<file path="config.mk">
export PLATFORM = sky130hd
export DESIGN_NAME = sorted_priority_queue
export DESIGN_NICKNAME = d
export VERILOG_FILES = /design/src/design/spq_pkg.sv /design/src/design/spq_cell.sv /design/src/design/sorted_priority_queue.sv
export SDC_FILE = /design/constraint.sdc
export NUM_CORES = 2
export LEC_CHECK = 0
export BUFFER_PORTS_ARGS = -buffer_cell sky130_fd_sc_hd__buf_4
export CAP_MARGIN = 20
export CORE_ASPECT_RATIO = 1.2
export CORE_MARGIN = 4
export CORE_UTILIZATION = 40
export CTS_CLUSTER_DIAMETER = 120
export CTS_CLUSTER_SIZE = 16
export DETAILED_ROUTE_END_ITERATION = 12
export PLACE_DENSITY = 0.62
export SLEW_MARGIN = 5
export SYNTH_ARGS = -nofsm -noshare
export SYNTH_HDL_FRONTEND = slang
export SYNTH_SLANG_ARGS = --single-unit
</file>
<file path="constraint.sdc">
create_clock -name i_clk -period 8.9 [get_ports i_clk]
set_input_delay 0.445 -clock i_clk [delete_from_list [all_inputs] [get_ports i_clk]]
set_output_delay 0.445 -clock i_clk [all_outputs]
set_load 0.1 [all_outputs]
</file>
<file path="src/design/spq_pkg.sv">
package spq_pkg;

    localparam int CAPACITY = 8;
    localparam int CNT_W    = $clog2(CAPACITY + 1);

    // request opcodes
    localparam logic [1:0] OP_ENQUEUE = 2'd0;
    localparam logic [1:0] OP_DEQUEUE = 2'd1;
    localparam logic [1:0] OP_PEEK    = 2'd2;
    localparam logic [1:0] OP_LIST    = 2'd3;

    // result status codes
    localparam logic [1:0] ST_OK    = 2'd0;
    localparam logic [1:0] ST_FULL  = 2'd1;
    localparam logic [1:0] ST_EMPTY = 2'd2;

    // chain commands
    localparam logic [1:0] CELL_HOLD   = 2'd0;
    localparam logic [1:0] CELL_INSERT = 2'd1;
    localparam logic [1:0] CELL_REMOVE = 2'd2;
    localparam logic [1:0] CELL_ROTATE = 2'd3;

    typedef struct packed {
        logic               valid;
        logic signed [31:0] value;
        logic signed [31:0] prio;
    } t_entry;

    typedef struct packed {
        logic [1:0]         op;
        logic signed [31:0] value;
        logic signed [31:0] prio;
    } t_cell_cmd;

endpackage

</file>
<file path="src/design/spq_cell.sv">
module spq_cell (
    input  logic               i_clk,
    input  logic               i_rst_n,
    input  spq_pkg::t_cell_cmd i_cmd,
    input  spq_pkg::t_entry    i_prev,
    input  logic               i_prev_gt,
    input  spq_pkg::t_entry    i_next,
    input  spq_pkg::t_entry    i_head,
    output spq_pkg::t_entry    o_entry,
    output logic               o_gt
);
    import spq_pkg::*;

    logic               r_valid;
    logic signed [31:0] r_value;
    logic signed [31:0] r_prio;
    t_entry             n_entry;

    // empty cells or larger priority numbers give way to the new entry
    assign o_gt    = !r_valid || (r_prio > i_cmd.prio);
    assign o_entry = '{valid: r_valid, value: r_value, prio: r_prio};

    always_comb begin
        n_entry = o_entry;
        case (i_cmd.op)
            CELL_HOLD: begin
                n_entry = o_entry;
            end
            CELL_INSERT: begin
                if (o_gt) begin
                    if (i_prev_gt) begin
                        n_entry = i_prev;
                    end else begin
                        n_entry = '{valid: 1'b1, value: i_cmd.value, prio: i_cmd.prio};
                    end
                end
            end
            CELL_REMOVE: begin
                n_entry = i_next;
            end
            CELL_ROTATE: begin
                if (r_valid) begin
                    // last occupied cell wraps around to the head
                    n_entry = i_next.valid ? i_next : i_head;
                end
            end
            default: begin
                n_entry = o_entry;
            end
        endcase
    end

    always_ff @(posedge i_clk) begin
        if (!i_rst_n) begin
            r_valid <= 1'b0;
        end else begin
            r_valid <= n_entry.valid;
        end
    end

    always_ff @(posedge i_clk) begin
        r_value <= n_entry.value;
        r_prio  <= n_entry.prio;
    end

endmodule

</file>
<file path="src/design/sorted_priority_queue.sv">
// Sorted priority queue of CAPACITY entries held in a chain of cells, head in
// cell 0; a lower priority number leaves first and equal priorities leave in
// arrival order. A request is taken when i_start is high and o_busy is low.
// Enqueue, dequeue and peek each give a single registered result, shown on the
// cycle after the request with o_last set, and a new request may follow at
// once. A list request over n stored entries gives n results (one when the
// queue is empty): the chain rotates one place a cycle, the head is reported
// each cycle, and o_busy stays high until the final result is on the way.
// Every result is shown for exactly one cycle with o_valid high; the receiver
// cannot stall, so it must take each result in the cycle it appears.
module sorted_priority_queue (
    input  logic               i_clk,
    input  logic               i_rst_n,
    input  logic               i_start,
    output logic               o_busy,
    input  logic [1:0]         i_opcode,
    input  logic signed [31:0] i_value,
    input  logic signed [31:0] i_priority_req,
    output logic               o_valid,
    output logic [1:0]         o_status,
    output logic signed [31:0] o_out_value,
    output logic signed [31:0] o_out_priority,
    output logic               o_last
);
    import spq_pkg::*;

    localparam logic [CNT_W-1:0] CAP_CNT = CNT_W'(CAPACITY);
    localparam logic [CNT_W-1:0] ONE_CNT = CNT_W'(1);

    // occupancy and list walk control
    logic [CNT_W-1:0] r_count,  n_count;
    logic [CNT_W-1:0] r_remain, n_remain;

    // registered result
    logic               r_valid,  n_valid;
    logic [1:0]         r_status, n_status;
    logic signed [31:0] r_value,  n_value;
    logic signed [31:0] r_prio,   n_prio;
    logic               r_last,   n_last;

    t_cell_cmd w_cmd;
    t_entry    w_ent [CAPACITY];
    logic      w_gt  [CAPACITY];
    logic      w_accept;

    assign o_busy   = (r_remain != '0);
    assign w_accept = i_start && !o_busy;

    // chain of cells, each one talking to its neighbors and to the head cell
    genvar g;
    generate
        for (g = 0; g < CAPACITY; g++) begin : g_cell
            t_entry w_prev;
            t_entry w_next;
            logic   w_prev_gt;

            if (g == 0) begin : g_first
                assign w_prev    = '0;
                assign w_prev_gt = 1'b0;
            end else begin : g_mid
                assign w_prev    = w_ent[g-1];
                assign w_prev_gt = w_gt[g-1];
            end

            if (g == CAPACITY - 1) begin : g_tail
                assign w_next = '0;
            end else begin : g_body
                assign w_next = w_ent[g+1];
            end

            spq_cell u_cell (
                .i_clk     (i_clk),
                .i_rst_n   (i_rst_n),
                .i_cmd     (w_cmd),
                .i_prev    (w_prev),
                .i_prev_gt (w_prev_gt),
                .i_next    (w_next),
                .i_head    (w_ent[0]),
                .o_entry   (w_ent[g]),
                .o_gt      (w_gt[g])
            );
        end
    endgenerate

    // request decode
    always_comb begin
        w_cmd    = '{op: CELL_HOLD, value: i_value, prio: i_priority_req};
        n_count  = r_count;
        n_remain = r_remain;
        n_valid  = 1'b0;
        n_status = ST_OK;
        n_value  = w_ent[0].value;
        n_prio   = w_ent[0].prio;
        n_last   = 1'b1;

        if (o_busy) begin
            // list walk in progress: report head, rotate
            n_valid  = 1'b1;
            n_last   = (r_remain == ONE_CNT);
            n_remain = r_remain - ONE_CNT;
            w_cmd.op = CELL_ROTATE;
        end else if (w_accept) begin
            n_valid = 1'b1;
            case (i_opcode)
                OP_ENQUEUE: begin
                    if (r_count == CAP_CNT) begin
                        n_status = ST_FULL;
                        n_value  = '0;
                        n_prio   = '0;
                    end else begin
                        n_value  = i_value;
                        n_prio   = i_priority_req;
                        w_cmd.op = CELL_INSERT;
                        n_count  = r_count + ONE_CNT;
                    end
                end
                OP_DEQUEUE, OP_PEEK: begin
                    if (r_count == '0) begin
                        n_status = ST_EMPTY;
                        n_value  = '0;
                        n_prio   = '0;
                    end else if (i_opcode == OP_DEQUEUE) begin
                        w_cmd.op = CELL_REMOVE;
                        n_count  = r_count - ONE_CNT;
                    end
                end
                OP_LIST: begin
                    if (r_count == '0) begin
                        n_status = ST_EMPTY;
                        n_value  = '0;
                        n_prio   = '0;
                    end else begin
                        // first entry goes out now, the rest follow
                        n_last   = (r_count == ONE_CNT);
                        n_remain = r_count - ONE_CNT;
                        w_cmd.op = CELL_ROTATE;
                    end
                end
                default: begin
                    n_valid = 1'b0;
                end
            endcase
        end
    end

    always_ff @(posedge i_clk) begin
        if (!i_rst_n) begin
            r_count  <= '0;
            r_remain <= '0;
            r_valid  <= 1'b0;
        end else begin
            r_count  <= n_count;
            r_remain <= n_remain;
            r_valid  <= n_valid;
        end
    end

    always_ff @(posedge i_clk) begin
        r_status <= n_status;
        r_value  <= n_value;
        r_prio   <= n_prio;
        r_last   <= n_last;
    end

    assign o_valid        = r_valid;
    assign o_status       = r_status;
    assign o_out_value    = r_value;
    assign o_out_priority = r_prio;
    assign o_last         = r_last;

endmodule

</file>
==> results_dict.tcl <==
set metrics [dict create \
    die_y_um 332 \
    clkSlewWorstSetupHoldPaths_ns 0.08 \
    syn_inst 3362 \
    viasPerCell 6.61 \
    period_share_pct 58.4 \
    maxSlewViolCount 0 \
    start_util_pct 40.4 \
    vias 29400 \
    synth_simple_gate_area_share_pct 12.2 \
    htree_levels 2 \
    clock_sinks 596 \
    die_w_um 278 \
    syn-num-nets 3697 \
    clock-root-buffer "clkbuf_16" \
    areaGrowthSynthToFinish_pct 8.64 \
    grt_usage_pct 25.2 \
    synth.top_cell.area_share_pct 44.0 \
    fin_crit_ns 5.20 \
    dieArea_um2 92200 \
    synth_edf_count 512 \
    seq_area_frac_synth_pct 48.8 \
    relSlewSlack_pct 17.2 \
    hold_viol_final 0 \
    status "finished, final reports clean" \
    synthAdderAreaFrac_pct 9.52 \
    slowest_delay_ns 0.84 \
    ant_nets 0 \
    gp_congestion 0.940 \
    netlist_area_um2 34900 \
    n_fill_cell 8341 \
    setup_viol 0 \
    power_per_cell_area_nw_per_um2 451 \
    cts_resized 0 \
    wirelength_um 121000 \
    max_freq_ghz 0.192 \
    drt-initial-drc-count 3793 \
    hold_path_class "in2reg" \
    critPathSlowestCell "a21oi_4" \
    cts_buffers 43 \
    hold_ws_ns 0.0530 \
    vdd_ir_drop_max_uv 364 \
    required_ns 9.13 \
    numPortBuffers 137 \
    whs_endpoint "o_out_value[1]" \
    hold_path_depth 2 \
    rsz0062_at_grt "false" \
    max-clock-path-buffers 3 \
    design_area_um2 38000 \
    hold_start "i_value[1]" \
    yosysWarnings 0 \
    synth-xor-area-share_pct 0.100 \
    worst-r2r-cell-count 10 \
    fin_skew_ns 0.0426 \
    synth-seq-cells 596 \
    r2r-start "g_cell[6].u_cell.r_prio[27]" \
    grt_max_degree 179 \
    async_flop_share_pct 0 \
    cts_setup_buffers 0 \
    ff2ff_setup_slack_ns 3.70 \
    clk_latency_ns 0.64 \
    synth_area_per_cell_um2 10.4 \
    core_um2 86500 \
    drive_gt1_share_pct 8.37 \
    yosysUniqueCellTypes 73 \
    fin_util_pct 43.9 \
    yosys_most_used_dff "edfxtp_1" \
    firstDrtPassIters 8 \
    place_area_um2 36700 \
    antenna_found_initial 3 \
    num_rows 118 \
    synth_top_family_by_area "compound AO/OA/AOI/OAI gates" \
    fin_nets 3613 \
    r2r_end "g_cell[6].u_cell.r_value[12]" \
    maxCapViolations 0 \
    synth_mux_area_share_pct 0.229 \
    p_leak_nw 13.5 \
    tightest_slew_ns 1.24 \
    drt-wirelength-per-cell_um 27.3 \
    synth_common_cells "edfxtp_1, nand3_1, o211ai_1" \
    drc_errors 0 \
    num_io_pins 138 \
    setup_tns_ns 0 \
    synth.largest_area_cell "edfxtp_1" \
    cp_common_cell "a21oi_4" \
    synth_area_leaders "edfxtp_1, ha_1, o211ai_1" \
    start_kind "flip-flop" \
    synth_compound_area_share_pct 23.7 \
    grt_pass1_wl_um 183000 \
    endpoint_kind "flip-flop" \
    arrival_ns 5.43 \
    cp_max_fo 43 \
    path_class "reg2reg" \
    tritoncts "done" \
    cts_hold_buf 0 \
    crit_chain "ha_1, nand4_1, nor4_1, nand2_1, nor3_1, nor2_1, a21oi_4, a21oi_1, a21oi_4, buf_4" \
    grt_pass1_vias 28600 \
    grt-ovfl-total 0 \
    place_hpwl_um 73400 \
    synth.most_common_cell "edfxtp_1" \
]
kinds of logic after synthesis:
kind of cell             Yosys count
AND/OR/NAND/NOR                  921
buffers and inverters            445
adder cells (fa/ha/maj)          266
multiplexers                       8
flip-flops                       596
AO/OA/AOI/OAI                   1122
XOR/XNOR                           4
metal layers:
metal,wire length (µm),GRT usage (%),up-vias
met5,13,0,-
met4,4720,9.55,2
met3,10300,3.77,259
met2,57400,41.6,1567
met1,49000,33.6,14500
li1,-,-,13100
worst max path at each step:
stage,start,end,slack [ns],cells after the start
after global placement,i_priority_req[15],g_cell[6].u_cell.r_value[10],3.56,12
final,g_cell[6].u_cell.r_prio[27],g_cell[6].u_cell.r_value[12],3.70,10
after global routing,g_cell[6].u_cell.r_prio[27],g_cell[6].u_cell.r_value[9],3.53,10
after CTS,g_cell[6].u_cell.r_prio[27],g_cell[6].u_cell.r_value[4],3.81,10
after detailed placement,i_priority_req[15],g_cell[6].u_cell.r_value[11],3.52,12
after floorplan,i_priority_req[31],g_cell[2].u_cell.r_prio[0],1.36,8
power breakdown:
part           switching (W)  internal (W)  total [W]
Sequential           0.00132       0.00551    0.00684
Clock                0.00104      0.000920    0.00196
Combinational        0.00603       0.00230    0.00834
sequential cells by signal, indices dropped and copies added, names as in the netlist:
name / cells
o_status: 2
g_cell.u_cell.r_prio: 256
r_remain: 4
o_out_priority: 32
g_cell.u_cell.r_value: 256
g_cell.u_cell.r_valid: 8
r_count: 4
o_out_value: 32
o_valid: 1
o_last: 1
critical path: cells and delay by family, from the launching register on:
kind	cells	cell delay [ns]
compound gates	3	1.84
fa+ha+maj	1	0.35
buf+inv	1	0.78
flops	1	0.45
simple gates	5	1.31
metrics by stage:
stage | cells | power (W) | worst slack (ns)
after floorplan | 3362 | 0.0122 | 1.36
after global placement | 4369 | 0.0149 | 3.56
after detailed placement | 4370 | 0.0150 | 3.52
after CTS | 4448 | 0.0170 | 3.81
after global routing | 4453 | 0.0181 | 3.53
final | 4453 | 0.0171 | 3.70
placed cells by master (no fill, tap or decap), drive strengths merged, types with 50 or more instances in the layout:
| master | count |
|---|---|
| edfxtp | 512 |
| nand3 | 396 |
| o211ai | 392 |
| nand2 | 353 |
| a22oi | 324 |
| ha | 266 |
| buf | 188 |
| inv | 129 |
| a21oi | 108 |
| dfxtp | 84 |
| o21ai | 81 |
| clkbuf | 76 |
| a222oi | 64 |
| nand4 | 51 |
| nor2 | 50 |
final cells by class:
type                       count  area [µm²]  share of cell area [%]
sequential                   596       17100                    44.9
multi-input combinational   2321       16300                    42.9
timing repair buffer         188        1490                    3.93
tap                         1140        1430                    3.76
clock buffer                  76        1200                    3.16
inverter                     128         480                    1.27
clock inverter                 2        25.0                  0.0659
antenna                        2        5.00                  0.0132
Note: power is estimated with default switching activity, not from simulation.
